`src/rtl/assert_macros.svh`:
```
// Assertion macros shared by the RTL modules of the array list block.
`ifndef ASSERT_MACROS_SVH
`define ASSERT_MACROS_SVH

// Check an implication in the same cycle, disabled while reset is held.
`define AST_SAME(lbl, clk, rst_n, ante, cons) \
    lbl: assert property (@(posedge clk) disable iff (!rst_n) (ante) |-> (cons)) \
        else $error("assertion failed: same-cycle check");

// Check an implication in the following cycle, disabled while reset is held.
`define AST_NEXT(lbl, clk, rst_n, ante, cons) \
    lbl: assert property (@(posedge clk) disable iff (!rst_n) (ante) |=> (cons)) \
        else $error("assertion failed: next-cycle check");

`endif

```
`src/rtl/alir_pkg.sv`:
```
// Package with types, widths and codes of the array list block.
package alir_pkg;

    // Default list depth
    localparam int CAPACITY_DEF = 16;

    // Field widths fixed by the interface
    localparam int CMD_W    = 2;
    localparam int KEY_W    = 32;
    localparam int HANDLE_W = 16;
    localparam int POS_W    = 5;
    localparam int STATUS_W = 3;
    localparam int ECNT_W   = 5;

    // Command codes
    typedef enum logic [CMD_W-1:0] {
        CMD_INSERT  = 2'd0,
        CMD_DELETE  = 2'd1,
        CMD_REVERSE = 2'd2,
        CMD_READ    = 2'd3
    } t_cmd;

    // Result status codes
    typedef enum logic [STATUS_W-1:0] {
        STAT_OK        = 3'd0,
        STAT_OVERFLOW  = 3'd1,
        STAT_UNDERFLOW = 3'd2,
        STAT_NOT_FOUND = 3'd3,
        STAT_BAD_POS   = 3'd4
    } t_status;

    // Controller to datapath commands
    typedef struct packed {
        logic load;    // capture a new transaction
        logic commit;  // apply the command and register its result
    } t_ctl;

endpackage

```
`src/rtl/alir_if.sv`:
```
// Command and result channel interfaces of the array list block.
interface alir_cmd_if;
    logic                           valid;
    logic                           ready;
    logic [alir_pkg::CMD_W-1:0]     cmd;
    logic [alir_pkg::KEY_W-1:0]     entry_key;
    logic [alir_pkg::HANDLE_W-1:0]  record_handle;
    logic [alir_pkg::POS_W-1:0]     position;

    modport source (output valid, cmd, entry_key, record_handle, position, input ready);
    modport sink   (input valid, cmd, entry_key, record_handle, position, output ready);
endinterface

interface alir_res_if;
    logic                           valid;
    logic                           ready;
    logic [alir_pkg::STATUS_W-1:0]  status;
    logic [alir_pkg::ECNT_W-1:0]    entry_count;
    logic [alir_pkg::KEY_W-1:0]     read_key;
    logic [alir_pkg::HANDLE_W-1:0]  read_handle;

    modport source (output valid, status, entry_count, read_key, read_handle, input ready);
    modport sink   (input valid, status, entry_count, read_key, read_handle, output ready);
endinterface

```
`src/rtl/alir_ctrl.sv`:
```
// Controller state machine: sequences load and commit, owns the handshakes.
`include "assert_macros.svh"

module alir_ctrl (
    input  logic           i_clk,
    input  logic           i_rst_n,
    input  logic           i_in_valid,
    output logic           o_in_ready,
    output logic           o_out_valid,
    input  logic           i_out_ready,
    output alir_pkg::t_ctl o_ctl
);

    typedef enum logic [1:0] {
        ST_IDLE = 2'b01,
        ST_EXEC = 2'b10
    } t_state;

    t_state r_state, n_state;
    logic   r_out_valid, n_out_valid;
    logic   w_load, w_commit;

    // Handshake decode
    assign o_in_ready = (r_state == ST_IDLE);
    assign w_load     = i_in_valid && o_in_ready;
    assign w_commit   = (r_state == ST_EXEC) && (!r_out_valid || i_out_ready);

    // Next state and output slot
    always_comb begin
        n_state     = r_state;
        n_out_valid = r_out_valid;
        if (i_out_ready) begin
            n_out_valid = 1'b0;
        end
        case (r_state)
            ST_IDLE: begin
                if (w_load) begin
                    n_state = ST_EXEC;
                end
            end
            ST_EXEC: begin
                if (w_commit) begin
                    n_state     = ST_IDLE;
                    n_out_valid = 1'b1;
                end
            end
            default: begin
                n_state = ST_IDLE;
            end
        endcase
    end

    always_ff @(posedge i_clk) begin
        if (!i_rst_n) begin
            r_state     <= ST_IDLE;
            r_out_valid <= 1'b0;
        end else begin
            r_state     <= n_state;
            r_out_valid <= n_out_valid;
        end
    end

    assign o_out_valid   = r_out_valid;
    assign o_ctl.load    = w_load;
    assign o_ctl.commit  = w_commit;

    // An accepted transaction enters the execute state in the following cycle
    `AST_NEXT(a_load_exec, i_clk, i_rst_n, w_load, r_state == ST_EXEC)
    // A commit always leaves a result in the output slot
    `AST_NEXT(a_commit_out, i_clk, i_rst_n, w_commit, r_out_valid)

endmodule

```
`src/rtl/alir_dpath.sv`:
```
// Datapath: row of entry cells, order flag, count, and result registers.
`include "assert_macros.svh"

module alir_dpath #(
    parameter int CAPACITY = alir_pkg::CAPACITY_DEF
) (
    input  logic                           i_clk,
    input  logic                           i_rst_n,
    input  alir_pkg::t_ctl                 i_ctl,
    input  logic [alir_pkg::CMD_W-1:0]     i_cmd,
    input  logic [alir_pkg::KEY_W-1:0]     i_entry_key,
    input  logic [alir_pkg::HANDLE_W-1:0]  i_record_handle,
    input  logic [alir_pkg::POS_W-1:0]     i_position,
    output logic [alir_pkg::STATUS_W-1:0]  o_status,
    output logic [alir_pkg::ECNT_W-1:0]    o_entry_count,
    output logic [alir_pkg::KEY_W-1:0]     o_read_key,
    output logic [alir_pkg::HANDLE_W-1:0]  o_read_handle
);

    localparam int CNT_W = $clog2(CAPACITY + 1);
    localparam int IDX_W = (CAPACITY > 2) ? $clog2(CAPACITY) : 1;
    localparam int CMP_W = (CNT_W > alir_pkg::POS_W) ? CNT_W : alir_pkg::POS_W;
    localparam logic [CAPACITY-1:0] ONES = {CAPACITY{1'b1}};

    // Entry cells and list state
    logic [alir_pkg::KEY_W-1:0]    r_key_cell [CAPACITY];
    logic [alir_pkg::KEY_W-1:0]    n_key_cell [CAPACITY];
    logic [alir_pkg::HANDLE_W-1:0] r_hdl_cell [CAPACITY];
    logic [alir_pkg::HANDLE_W-1:0] n_hdl_cell [CAPACITY];
    logic [CNT_W-1:0]              r_count, n_count;
    logic                          r_rev, n_rev;

    // Captured transaction and key match vector
    alir_pkg::t_cmd                r_cmd;
    logic [alir_pkg::KEY_W-1:0]    r_key;
    logic [alir_pkg::HANDLE_W-1:0] r_handle;
    logic [alir_pkg::POS_W-1:0]    r_pos;
    logic [CAPACITY-1:0]           r_match;

    // Result registers
    alir_pkg::t_status             r_status, n_status;
    logic [alir_pkg::ECNT_W-1:0]   r_ecnt;
    logic [alir_pkg::KEY_W-1:0]    r_rd_key, n_rd_key;
    logic [alir_pkg::HANDLE_W-1:0] r_rd_hdl, n_rd_hdl;

    logic [CMP_W-1:0]              w_pos, w_cnt, w_ins_at, w_rd_at, w_new_cnt;
    logic                          w_full, w_ins_pos_ok, w_rd_ok, w_any;
    logic [CAPACITY-1:0]           w_pre, w_above, w_del_shift;

    // Position arithmetic in a common width; a set order flag maps
    // logical position p to physical count-1-p
    assign w_pos        = CMP_W'(r_pos);
    assign w_cnt        = CMP_W'(r_count);
    assign w_full       = (w_cnt >= CMP_W'(CAPACITY));
    assign w_ins_pos_ok = (w_pos <= w_cnt);
    assign w_ins_at     = r_rev ? (w_cnt - w_pos) : w_pos;
    assign w_rd_ok      = (w_pos < w_cnt);
    assign w_rd_at      = r_rev ? (w_cnt - w_pos - CMP_W'(1)) : w_pos;
    assign w_any        = |r_match;

    // Gap closing mask: cells at and above the removed one take their upper
    // neighbor. Removed cell is the lowest match, or the highest when reversed.
    always_comb begin
        for (int i = 0; i < CAPACITY; i++) begin
            w_pre[i]       = |(r_match & (ONES >> (CAPACITY - 1 - i)));
            w_above[i]     = |(r_match & ~(ONES >> (CAPACITY - 1 - i)));
            w_del_shift[i] = r_rev ? !w_above[i] : w_pre[i];
        end
    end

    // Command execution
    always_comb begin
        n_key_cell = r_key_cell;
        n_hdl_cell = r_hdl_cell;
        n_count    = r_count;
        n_rev      = r_rev;
        n_status   = alir_pkg::STAT_OK;
        n_rd_key   = '0;
        n_rd_hdl   = '0;
        case (r_cmd)
            alir_pkg::CMD_INSERT: begin
                if (w_full) begin
                    n_status = alir_pkg::STAT_OVERFLOW;
                end else if (!w_ins_pos_ok) begin
                    n_status = alir_pkg::STAT_BAD_POS;
                end else begin
                    for (int i = 1; i < CAPACITY; i++) begin
                        if (CMP_W'(i) > w_ins_at) begin
                            n_key_cell[i] = r_key_cell[i-1];
                            n_hdl_cell[i] = r_hdl_cell[i-1];
                        end
                    end
                    for (int i = 0; i < CAPACITY; i++) begin
                        if (CMP_W'(i) == w_ins_at) begin
                            n_key_cell[i] = r_key;
                            n_hdl_cell[i] = r_handle;
                        end
                    end
                    n_count = r_count + CNT_W'(1);
                end
            end
            alir_pkg::CMD_DELETE: begin
                if (r_count == '0) begin
                    n_status = alir_pkg::STAT_UNDERFLOW;
                end else if (!w_any) begin
                    n_status = alir_pkg::STAT_NOT_FOUND;
                end else begin
                    for (int i = 0; i < CAPACITY - 1; i++) begin
                        if (w_del_shift[i]) begin
                            n_key_cell[i] = r_key_cell[i+1];
                            n_hdl_cell[i] = r_hdl_cell[i+1];
                        end
                    end
                    n_count = r_count - CNT_W'(1);
                end
            end
            alir_pkg::CMD_REVERSE: begin
                n_rev = !r_rev;
            end
            alir_pkg::CMD_READ: begin
                if (w_rd_ok) begin
                    n_rd_key = r_key_cell[w_rd_at[IDX_W-1:0]];
                    n_rd_hdl = r_hdl_cell[w_rd_at[IDX_W-1:0]];
                end else begin
                    n_status = alir_pkg::STAT_BAD_POS;
                end
            end
            default: begin
                n_status = alir_pkg::STAT_OK;
            end
        endcase
    end

    assign w_new_cnt = CMP_W'(n_count);

    // Control state
    always_ff @(posedge i_clk) begin
        if (!i_rst_n) begin
            r_count <= '0;
            r_rev   <= 1'b0;
        end else if (i_ctl.commit) begin
            r_count <= n_count;
            r_rev   <= n_rev;
        end
    end

    // Capture transaction and compare all live cells against its key
    always_ff @(posedge i_clk) begin
        if (i_ctl.load) begin
            r_cmd    <= alir_pkg::t_cmd'(i_cmd);
            r_key    <= i_entry_key;
            r_handle <= i_record_handle;
            r_pos    <= i_position;
            for (int i = 0; i < CAPACITY; i++) begin
                r_match[i] <= (r_key_cell[i] == i_entry_key) &&
                              (CMP_W'(i) < CMP_W'(r_count));
            end
        end
    end

    // Cells and result payload
    always_ff @(posedge i_clk) begin
        if (i_ctl.commit) begin
            r_key_cell <= n_key_cell;
            r_hdl_cell <= n_hdl_cell;
            r_status   <= n_status;
            r_ecnt     <= w_new_cnt[alir_pkg::ECNT_W-1:0];
            r_rd_key   <= n_rd_key;
            r_rd_hdl   <= n_rd_hdl;
        end
    end

    assign o_status      = r_status;
    assign o_entry_count = r_ecnt;
    assign o_read_key    = r_rd_key;
    assign o_read_handle = r_rd_hdl;

    // Count stays within the list depth
    `AST_SAME(a_cnt_range, i_clk, i_rst_n, 1'b1, CMP_W'(r_count) <= CMP_W'(CAPACITY))
    // Count only moves on a commit
    `AST_NEXT(a_cnt_hold, i_clk, i_rst_n, !i_ctl.commit, $stable(r_count))

endmodule

```
`src/rtl/array_list_insert_delete_reverse.sv`:
```
// Top level of the ordered array list with insert, delete, reverse and read.
//
// Usage: commands arrive on i_cmd_ch (valid/ready); each command gives exactly
// one result transaction on o_res_ch with status, entry count and read data.
// A command is captured when accepted in the idle state, the live cells are
// compared against its key at capture, and the list is updated and the result
// registered on the commit in the execute state, which waits while the result
// slot is full; the next command is accepted only back in the idle state.
// The cell row shifts, searches and reads all entries in parallel; reverse
// toggles an order flag that remaps positions, so every command passes through
// the same load and commit steps regardless of CAPACITY or list length.
// A single result register parts the channels: the next command is taken
// while a result waits. If the receiver stalls, the following command waits
// in its execute cycle until the result slot frees, and input ready stays low.
// Reset (synchronous, active low) empties the list and clears the order flag
// and the result slot; the cell contents are not cleared and are only read
// below the entry count.
module array_list_insert_delete_reverse #(
    parameter int CAPACITY = alir_pkg::CAPACITY_DEF
) (
    input  logic       i_clk,
    input  logic       i_rst_n,
    alir_cmd_if.sink   i_cmd_ch,
    alir_res_if.source o_res_ch
);

    alir_pkg::t_ctl w_ctl;

    // Sequencing and handshakes
    alir_ctrl u_ctrl (
        .i_clk       (i_clk),
        .i_rst_n     (i_rst_n),
        .i_in_valid  (i_cmd_ch.valid),
        .o_in_ready  (i_cmd_ch.ready),
        .o_out_valid (o_res_ch.valid),
        .i_out_ready (o_res_ch.ready),
        .o_ctl       (w_ctl)
    );

    // List storage and command execution
    alir_dpath #(
        .CAPACITY (CAPACITY)
    ) u_dpath (
        .i_clk           (i_clk),
        .i_rst_n         (i_rst_n),
        .i_ctl           (w_ctl),
        .i_cmd           (i_cmd_ch.cmd),
        .i_entry_key     (i_cmd_ch.entry_key),
        .i_record_handle (i_cmd_ch.record_handle),
        .i_position      (i_cmd_ch.position),
        .o_status        (o_res_ch.status),
        .o_entry_count   (o_res_ch.entry_count),
        .o_read_key      (o_res_ch.read_key),
        .o_read_handle   (o_res_ch.read_handle)
    );

endmodule
```
`src/flat_wrapper.sv`:
```
// flat-port wrapper written by rule: the top's interface ports become plain ports
module array_list_insert_delete_reverse_flat 
#(
    parameter int CAPACITY = alir_pkg::CAPACITY_DEF
)
  (i_clk, i_rst_n, i_cmd_ch_valid, i_cmd_ch_cmd, i_cmd_ch_entry_key, i_cmd_ch_record_handle, i_cmd_ch_position, i_cmd_ch_ready, o_res_ch_valid, o_res_ch_status, o_res_ch_entry_count, o_res_ch_read_key, o_res_ch_read_handle, o_res_ch_ready);
  alir_cmd_if i_cmd_ch_i ();
  alir_res_if o_res_ch_i ();
  input  logic i_clk;
  input  logic i_rst_n;
  input wire logic [$bits(i_cmd_ch_i.valid)-1:0] i_cmd_ch_valid;
  input wire logic [$bits(i_cmd_ch_i.cmd)-1:0] i_cmd_ch_cmd;
  input wire logic [$bits(i_cmd_ch_i.entry_key)-1:0] i_cmd_ch_entry_key;
  input wire logic [$bits(i_cmd_ch_i.record_handle)-1:0] i_cmd_ch_record_handle;
  input wire logic [$bits(i_cmd_ch_i.position)-1:0] i_cmd_ch_position;
  output wire logic [$bits(i_cmd_ch_i.ready)-1:0] i_cmd_ch_ready;
  output wire logic [$bits(o_res_ch_i.valid)-1:0] o_res_ch_valid;
  output wire logic [$bits(o_res_ch_i.status)-1:0] o_res_ch_status;
  output wire logic [$bits(o_res_ch_i.entry_count)-1:0] o_res_ch_entry_count;
  output wire logic [$bits(o_res_ch_i.read_key)-1:0] o_res_ch_read_key;
  output wire logic [$bits(o_res_ch_i.read_handle)-1:0] o_res_ch_read_handle;
  input wire logic [$bits(o_res_ch_i.ready)-1:0] o_res_ch_ready;
  assign i_cmd_ch_i.valid = i_cmd_ch_valid;
  assign i_cmd_ch_i.cmd = i_cmd_ch_cmd;
  assign i_cmd_ch_i.entry_key = i_cmd_ch_entry_key;
  assign i_cmd_ch_i.record_handle = i_cmd_ch_record_handle;
  assign i_cmd_ch_i.position = i_cmd_ch_position;
  assign i_cmd_ch_ready = i_cmd_ch_i.ready;
  assign o_res_ch_valid = o_res_ch_i.valid;
  assign o_res_ch_status = o_res_ch_i.status;
  assign o_res_ch_entry_count = o_res_ch_i.entry_count;
  assign o_res_ch_read_key = o_res_ch_i.read_key;
  assign o_res_ch_read_handle = o_res_ch_i.read_handle;
  assign o_res_ch_i.ready = o_res_ch_ready;
  array_list_insert_delete_reverse #(.CAPACITY(CAPACITY)) u_core (.i_clk(i_clk), .i_rst_n(i_rst_n), .i_cmd_ch(i_cmd_ch_i), .o_res_ch(o_res_ch_i));
endmodule
```
`config.mk`:
```
export PLATFORM = sky130hd
export DESIGN_NAME = array_list_insert_delete_reverse_flat
export DESIGN_NICKNAME = d
export VERILOG_FILES = /design/src/rtl/alir_pkg.sv /design/src/rtl/alir_if.sv /design/src/rtl/alir_ctrl.sv /design/src/rtl/alir_dpath.sv /design/src/rtl/array_list_insert_delete_reverse.sv /design/src/flat_wrapper.sv
export VERILOG_INCLUDE_DIRS = /design/src /design/src/rtl
export SDC_FILE = /design/constraint.sdc
export NUM_CORES = 2
export LEC_CHECK = 0
export BUFFER_PORTS_ARGS = -buffer_cell sky130_fd_sc_hd__buf_4
export CELL_PAD_IN_SITES_DETAIL_PLACEMENT = 0
export CELL_PAD_IN_SITES_GLOBAL_PLACEMENT = 2
export CORE_MARGIN = 5
export CORE_UTILIZATION = 44
export DETAILED_ROUTE_END_ITERATION = 8
export GPL_TIMING_DRIVEN = 0
export PLACE_DENSITY = 0.8
export SYNTH_ARGS = -nofsm -noshare
export SYNTH_HDL_FRONTEND = slang
export SYNTH_SLANG_ARGS = --single-unit
```
`constraint.sdc`:
```
create_clock -name i_clk -period 9.35 [get_ports i_clk]
set_input_delay 1.87 -clock i_clk [delete_from_list [all_inputs] [get_ports i_clk]]
set_output_delay 1.87 -clock i_clk [all_outputs]
set_load 0.02 [all_outputs]
```
# Word-level counts from Yosys, hierarchy flattened
# Cells that the tools add are included.
[totals]
latch_bits = 0
in_bits = 59
regBits = 904
memories = 0
ramBits = 0
rom_bits = 0
out_inout_bits = 58
[classes]
magnitude_cmp = 35
n_div = 0
multipliers = 0
add_sub_neg = 4
eq_ne = 72
n_reduce_logical = 89
n_bitwise = 2
mux = 142
shifts = 0
[op_table]
columns = ["operator", "count"]
rows = [
  ["$mux 32", 48],
  ["$mux 512", 2],
  ["$mux 480", 2],
  ["$pmux 480 s2", 1],
  ["$mux 16", 48],
  ["$eq 32x32->1", 16],
  ["$mux 256", 2],
  ["$mux 240", 2],
  ["$pmux 240 s2", 1],
  ["$bmux 32 s4", 1],
  ["$reduce_and 8->1", 15],
  ["$bmux 16 s4", 1],
  ["$ne 2x2->1 const B", 21],
  ["$ne 3x3->1 const B", 14],
  ["$eq 4x5->1 const A", 8],
  ["$gt 4x5->1 const A", 8],
  ["$lt 4x5->1 const A", 8],
  ["$reduce_or 15->1", 2],
  ["$reduce_or 14->1", 2],
  ["$reduce_or 13->1", 2],
  ["$mux 5", 5],
  ["$reduce_or 12->1", 2],
  ["$reduce_or 11->1", 2],
  ["$eq 3x5->1 const A", 4],
  ["other kinds (45)", 127],
]

# Longest topological paths before layout
[depth]
word_depth = 8
mapped_depth = 15

# Cells and area by module
# From an unflattened synthesis, not the netlist that was laid out.
[unflattened]
hier_cells = 5299
hier_area_um2 = 58195.8
[modules_own_cells]
columns = ["mod", "cells_each", "instances", "seq_area_each_um2", "area_per_inst_um2"]
rows = [
  ["alir_dpath", 5285, 1, 26995.9, 58054.4],
  ["alir_ctrl", 14, 1, 60.1, 141.4],
]

# Least setup slack after synthesis
# OpenSTA, ideal clock, no wires.
[synth_path]
path_type = "in2reg"
startpoint = "in o_res_ch_ready"
endpoint = "reg u_core.u_dpath.r_hdl_cell[112] (netlist bit) (enable)"
required_time_ns = 8.819
slack_ns = 2.576
arrival_time_ns = 6.243
path_buffers = 1
cell_stages = 6
path_cell_list = "nand2b_1 > nor2b_1 > and2_1 > nand2_1 > clkbuf_1 > a221oi_1"
[synth_between]
elab_chain_len = 3
[synth_lines]
columns = ["element", "line_no", "rtl"]
rows = [
  ["start, declared", "flat_wrapper.sv:22", "input wire logic [$bits(o_res_ch_i.ready)-1:0] o_res_ch_ready;"],
  ["$logic_or 1x1->1", "alir_ctrl.sv:26", "assign w_commit = (r_state == ST_EXEC) && (!r_out_valid || i_out_ready);"],
  ["$logic_and 1x1->1", "alir_ctrl.sv:26", ""],
  ["$reduce_and 8->1 (no source line)", "--", ""],
  ["end signal, assigned", "alir_dpath.sv:165", "r_hdl_cell <= n_hdl_cell;"],
  ["end, declared", "alir_dpath.sv:28", "logic [alir_pkg::HANDLE_W-1:0] r_hdl_cell [CAPACITY];"],
]
# Every way passes these cells.
# A chain may end at the register's enable or synchronous reset.

# Worst setup path after layout
[layout_path]
startpoint = "reg u_core.u_dpath.r_count[0]"
endpoint = "reg u_core.u_dpath.r_rd_key, in the netlist u_core.u_dpath.o_read_key[8], data pin"
[layout_between]
elab_chain_len = 7
[layout_lines]
columns = ["element", "line_no", "rtl"]
rows = [
  ["start, declared", "alir_dpath.sv:30", "logic [CNT_W-1:0] r_count, n_count;"],
  ["start signal, assigned", "alir_dpath.sv:142", "r_count <= n_count;"],
  ["$sub 5x5->5", "alir_dpath.sv:58", "assign w_rd_at = r_rev ? (w_cnt - w_pos - CMP_W'(1)) : w_pos;"],
  ["$sub 4x1->4", "alir_dpath.sv:58", ""],
  ["$mux 4", "alir_dpath.sv:58", ""],
  ["$not 4->5 (not written as such)", "alir_dpath.sv:122", "n_rd_key = r_key_cell[w_rd_at[IDX_W-1:0]];"],
  ["$bmux 32 s4", "alir_dpath.sv:122", ""],
  ["$mux 32 (not written as such) (2 in a row)", "alir_dpath.sv:122", ""],
  ["end signal, assigned", "alir_dpath.sv:168", "r_rd_key <= n_rd_key;"],
  ["end, declared", "alir_dpath.sv:43", "logic [alir_pkg::KEY_W-1:0] r_rd_key, n_rd_key;"],
]
# Parallel ways exist; a longest one is shown, timed or not. The select of a mux whose other input is x is not followed.

==> flow_results.xml <==
<?xml version="1.0" encoding="UTF-8"?>
<metrics>
  <group name="clock_tree">
    <metric name="clock-sinks" unit="">904</metric>
    <metric name="tritoncts" unit="">built</metric>
    <metric name="cts_inserted_buffers" unit="">108</metric>
    <metric name="postCtsSetupRepairBufs" unit="">0</metric>
    <metric name="cts_repair_resize_count" unit="">0</metric>
    <metric name="clock_path_buffers" unit="">3</metric>
    <metric name="cts_clock_pin_slew_for_the_worst_setup_and_hold_paths" unit="ps">60</metric>
    <metric name="post_cts_hold_buffer_count" unit="">0</metric>
    <metric name="cts.root.buffer_cell" unit="">sky130_fd_sc_hd__clkbuf_16</metric>
    <metric name="worst_skew_pair.late_latency" unit="ps">770</metric>
    <metric name="ctsHtreeMaxLevel" unit="">3</metric>
  </group>
  <group name="setup_path">
    <metric name="timing.reg2reg.setup_slack" unit="ps">2360</metric>
    <metric name="critical_path.reg2reg.startpoint" unit="">u_core.u_dpath.r_count[0]</metric>
    <metric name="worst-path-max-fanout" unit="">10</metric>
    <metric name="worst_ep_required_time" unit="ps">9860</metric>
    <metric name="start_kind" unit="">flip-flop</metric>
    <metric name="r2r.worst_path.cells" unit="">15</metric>
    <metric name="worst-endpoint-arrival" unit="ps">7510</metric>
    <metric name="critPathSlowestCell" unit="">sky130_fd_sc_hd__a21oi_1</metric>
    <metric name="critical_path_class" unit="">flip-flop to flip-flop</metric>
    <metric name="critPathCaptureType" unit="">flip-flop</metric>
    <metric name="regToRegEndpoint" unit="">u_core.u_dpath.o_read_key[8]</metric>
    <metric name="critical-path-max-stage-delay" unit="ps">960</metric>
    <metric name="crit_path_cell_trace" unit="">clkbuf_1 -&gt; inv_1 -&gt; ha_1 -&gt; inv_1 -&gt; fa_1 -&gt; inv_1 -&gt; ha_1 -&gt; a21oi_1 -&gt; buf_2 -&gt; buf_2 -&gt; buf_2 -&gt; mux4_2 -&gt; mux2i_1 -&gt; nand2_1 -&gt; and3_1</metric>
    <metric name="critical_path.top_delay_family" unit="">buffers and inverters</metric>
    <metric name="critPathBufInv" unit="">7</metric>
  </group>
  <group name="routing">
    <metric name="drt-vias-per-instance" unit="">7.18</metric>
    <metric name="avgRoutedWirePerCell" unit="microns">45.1</metric>
    <metric name="dr.first_iter.drc_count" unit="">9119</metric>
    <metric name="num_vias" unit="">49700</metric>
    <metric name="antenna_violating_nets_post_route" unit="">0</metric>
    <metric name="drt-total-wl" unit="microns">312000</metric>
    <metric name="drc" unit="">0</metric>
    <metric name="dr.pass1.iters" unit="">5</metric>
  </group>
  <group name="global_routing">
    <metric name="grt_pass1_vias" unit="">45900</metric>
    <metric name="grt_start_max_net_pins" unit="">44</metric>
    <metric name="gr-usage-met1" unit="">0.591</metric>
    <metric name="global_route_wire_length_before_repair" unit="microns">415000</metric>
    <metric name="globalRouteOverflowTotal" unit="">0</metric>
    <metric name="globalRoute.busiestLayer" unit="">met2</metric>
    <metric name="grt_use_met2" unit="">0.646</metric>
    <metric name="antenna_violations_before_repair" unit="">35</metric>
    <metric name="grtUsageMet3" unit="">0.146</metric>
    <metric name="grtUsageTotal" unit="">0.460</metric>
  </group>
  <group name="outcome">
    <metric name="outcome" unit="">finished with violations</metric>
    <metric name="failed_checks" unit="">capacitance limit, slew limit</metric>
  </group>
  <group name="placement">
    <metric name="port-buffer-count" unit="">116</metric>
    <metric name="post-place-ws" unit="ps">2730</metric>
    <metric name="globalplace.congestion" unit="">1.10</metric>
    <metric name="detailedPlacementHpwl" unit="microns">247000</metric>
  </group>
  <group name="floorplanning">
    <metric name="boundaryPins" unit="">117</metric>
    <metric name="core_region_area" unit="sq um">126000</metric>
    <metric name="initial_core_util" unit="">0.443</metric>
    <metric name="die_h" unit="microns">365</metric>
    <metric name="die_extent_in_x" unit="microns">365</metric>
    <metric name="dieArea" unit="sq um">134000</metric>
    <metric name="std_cell_rows" unit="">130</metric>
  </group>
  <group name="power">
    <metric name="switchingPower" unit="mW">3.01</metric>
    <metric name="p_int" unit="mW">7.35</metric>
    <metric name="clock_power_share" unit="">0.426</metric>
    <metric name="power_frac_comb" unit="">0.141</metric>
    <metric name="share_seq_of_total_power" unit="">0.433</metric>
    <metric name="power_density" unit="nW/um^2">163</metric>
    <metric name="swShare" unit="">0.291</metric>
    <metric name="p_leak" unit="nW">20.3</metric>
    <metric name="report.power.total" unit="mW">10.4</metric>
    <metric name="ir_drop" unit="mV">0.153</metric>
  </group>
  <group name="sta">
    <metric name="whs" unit="ps">540</metric>
    <metric name="final_hold_violating_endpoints" unit="">0</metric>
    <metric name="rsz0062_at_grt" unit="">no</metric>
    <metric name="timing.final.setup_violations" unit="">0</metric>
    <metric name="timing_max_transition_violations_final" unit="">28</metric>
    <metric name="maxClockFrequency" unit="MHz">143</metric>
    <metric name="slew_headroom" unit="">-0.0662</metric>
    <metric name="clock_skew" unit="ps">26.7</metric>
    <metric name="finalWorstSetupSlack" unit="ps">2360</metric>
    <metric name="period_share" unit="">0.748</metric>
    <metric name="worstMarginPinSlew" unit="ps">1600</metric>
    <metric name="post-route-min-period" unit="ps">6990</metric>
  </group>
  <group name="logic_synthesis">
    <metric name="synth_top_area_frac" unit="">0.483</metric>
    <metric name="async_flop_share" unit="">0</metric>
    <metric name="synth_top_cell_by_area" unit="">sky130_fd_sc_hd__edfxtp_1</metric>
    <metric name="synth_cells" unit="">4853</metric>
    <metric name="synth_seq_area_share" unit="">0.487</metric>
    <metric name="synth.ff_latch_count" unit="">904</metric>
    <metric name="dominantRegCellSynth" unit="">sky130_fd_sc_hd__edfxtp_1</metric>
    <metric name="synth_area" unit="sq um">55600</metric>
    <metric name="syn_nets" unit="">4922</metric>
    <metric name="ys_warn_count" unit="">0</metric>
    <metric name="synth_area_leaders" unit="">sky130_fd_sc_hd__edfxtp_1 (48%), sky130_fd_sc_hd__mux4_2 (7.8%), sky130_fd_sc_hd__o211ai_1 (5.8%)</metric>
    <metric name="number_of_flops_mapped_to_enable_cells_by_yosys" unit="">895</metric>
    <metric name="synth_cell_types" unit="">72</metric>
    <metric name="avgSynthCellArea" unit="sq um">11.5</metric>
  </group>
  <group name="min_path">
    <metric name="hold-path-endpoint" unit="">u_core.u_ctrl.o_out_valid</metric>
    <metric name="timing.hold.worst.start" unit="">u_core.u_ctrl.o_out_valid</metric>
    <metric name="hold_path.class" unit="">flip-flop to flip-flop</metric>
    <metric name="holdPathStages" unit="">2</metric>
  </group>
  <group name="flow_run">
    <metric name="maxCapViolCount" unit="">4</metric>
  </group>
  <group name="cells_and_area">
    <metric name="utilization" unit="">0.507</metric>
    <metric name="final_nets" unit="">5222</metric>
    <metric name="syn2layout_area_growth" unit="%">14.6</metric>
    <metric name="count_of_filler_cells_inserted_in_the_layout" unit="">11600</metric>
    <metric name="post_route_cells_drive_above_1_share" unit="">0.150</metric>
  </group>
</metrics>
==> tightest hold or removal path: stages, from the launching register on <==
cell and delay [ps]:
sky130_fd_sc_hd__dfxtp_1 320, sky130_fd_sc_hd__nand2b_1 100, sky130_fd_sc_hd__a21oi_1 70
==> per-layer routing <==
metal / routed length, microns / part of all wire
met1: 116000 / 0.37
met2: 128000 / 0.41
met3: 39300 / 0.13
met4: 29200 / 0.094
met5: 243 / 0.00078
==> synthesized netlist by cell type, types with 20 or more instances <==
master,n
sky130_fd_sc_hd__buf_1,21
sky130_fd_sc_hd__edfxtp_1,895
sky130_fd_sc_hd__and3_1,52
sky130_fd_sc_hd__nand3_1,22
sky130_fd_sc_hd__and2_1,195
sky130_fd_sc_hd__o2111ai_1,50
sky130_fd_sc_hd__mux2i_1,242
sky130_fd_sc_hd__a221o_1,192
sky130_fd_sc_hd__nor3_1,24
sky130_fd_sc_hd__o211ai_1,433
sky130_fd_sc_hd__a21oi_1,28
sky130_fd_sc_hd__nor4_1,81
sky130_fd_sc_hd__mux2_2,49
sky130_fd_sc_hd__xor2_1,267
sky130_fd_sc_hd__clkbuf_1,347
sky130_fd_sc_hd__xnor2_1,249
sky130_fd_sc_hd__mux4_2,192
sky130_fd_sc_hd__nand2_1,750
sky130_fd_sc_hd__buf_2,127
sky130_fd_sc_hd__o21ai_1,20
sky130_fd_sc_hd__o21ai_0,143
sky130_fd_sc_hd__nor2_1,48
sky130_fd_sc_hd__nand4_1,266
==> final cells by class <==
cell class	instances	area, sq um	share of cell area
multi-input cells	3418	26700	0.419
repair buffers	190	2070	0.0324
plain buffers	512	2170	0.0340
clock inverters	65	694	0.0109
inverters	19	71.3	0.00112
diodes	31	77.6	0.00122
well taps	1650	2060	0.0324
flip-flops and latches	904	27100	0.425
clock buffers	134	2840	0.0446
==> sequential cells by signal, indices dropped and copies added, names as in the netlist <==
signal,cells
u_core.u_dpath.r_pos,5
u_core.u_dpath.r_key,32
u_core.u_ctrl.o_out_valid,1
u_core.u_dpath.r_handle,16
u_core.u_dpath.r_hdl_cell,256
u_core.u_dpath.r_cmd,2
u_core.u_dpath.r_rev,1
u_core.u_dpath.r_match,16
u_core.u_dpath.o_status,3
u_core.u_dpath.o_read_handle,16
u_core.u_ctrl.r_state,2
u_core.u_dpath.r_count,5
u_core.u_dpath.o_entry_count,5
u_core.u_dpath.r_key_cell,512
u_core.u_dpath.o_read_key,32
==> layout by cell type (no fill, tap or decap), drive strengths merged, types with 7 or more instances in the layout <==
master   synthesis  layout
a211oi          11      11
a21oi           29      29
a221o          192     192
a31oi            9       9
and2           195     195
and3            52      52
buf            165     355
bufinv           0      12
clkbuf         347     481
clkinv           0      47
dfxtp            9       9
diode            0      31
edfxtp         895     895
ha               9       9
inv             19      19
mux2            49      49
mux2i          242     242
mux4           192     192
nand2          751     751
nand2b           7       7
nand3           22      22
nand4          266     266
nor2            50      50
nor3            26      26
nor4            81      81
o2111ai         50      50
o211ai         433     433
o21ai          163     163
xnor2          251     251
xor2           267     267
==> cell families (layout without fill, tap and decap cells) <==
group / count (synthesis) / in the layout / synth area share
compound gates: 936 / 936 / 0.129
fa+ha+maj: 10 / 10 / 0.00239
buf+inv: 531 / 920 / 0.0401
flops: 904 / 904 / 0.487
mux: 483 / 483 / 0.131
other cells: 0 / 31 / 0
xor+xnor: 519 / 519 / 0.0823
simple gates: 1470 / 1470 / 0.129
==> per-stage QoR <==
step	cell area, sq um	TNS [ps]	std cells
after floorplan	55600	0	4853
after global placement	58500	-1891320	6619
after detailed placement	60100	0	6692
after CTS	63600	0	6891
after global routing	63700	0	6905
final	63700	0	6923
==> power groups by stage <==
stage / clock network [mW] / registers [mW] / logic [mW]
6_report: 4.41 / 4.49 / 1.46
5_1_grt: 4.56 / 4.49 / 1.46
4_1_cts: 4.39 / 4.49 / 1.38
3_5_place_dp: 0 / 4.57 / 1.38
3_3_place_gp: 0 / 4.58 / 1.35
2_1_floorplan: 0 / 4.57 / 0.722
==> worst max-delay path by stage <==
| stage | slack, ps | startpoint | cells past startpoint | to |
|---|---|---|---|---|
| 3_3_place_gp | -3840 | u_core.u_dpath.r_count[0] | 12 | u_core.u_dpath.r_hdl_cell[147] |
| 6_report | 2360 | u_core.u_dpath.r_count[0] | 15 | u_core.u_dpath.o_read_key[8] |
| 2_1_floorplan | 2580 | o_res_ch_ready | 6 | u_core.u_dpath.r_hdl_cell[112] |
| 3_5_place_dp | 2730 | u_core.u_dpath.r_count[0] | 15 | u_core.u_dpath.o_read_key[8] |
| 4_1_cts | 2700 | u_core.u_dpath.r_count[0] | 15 | u_core.u_dpath.o_read_key[8] |
| 5_1_grt | 2410 | u_core.u_dpath.r_count[0] | 15 | u_core.u_dpath.o_read_key[8] |
Power figures use the tool's default switching activity.
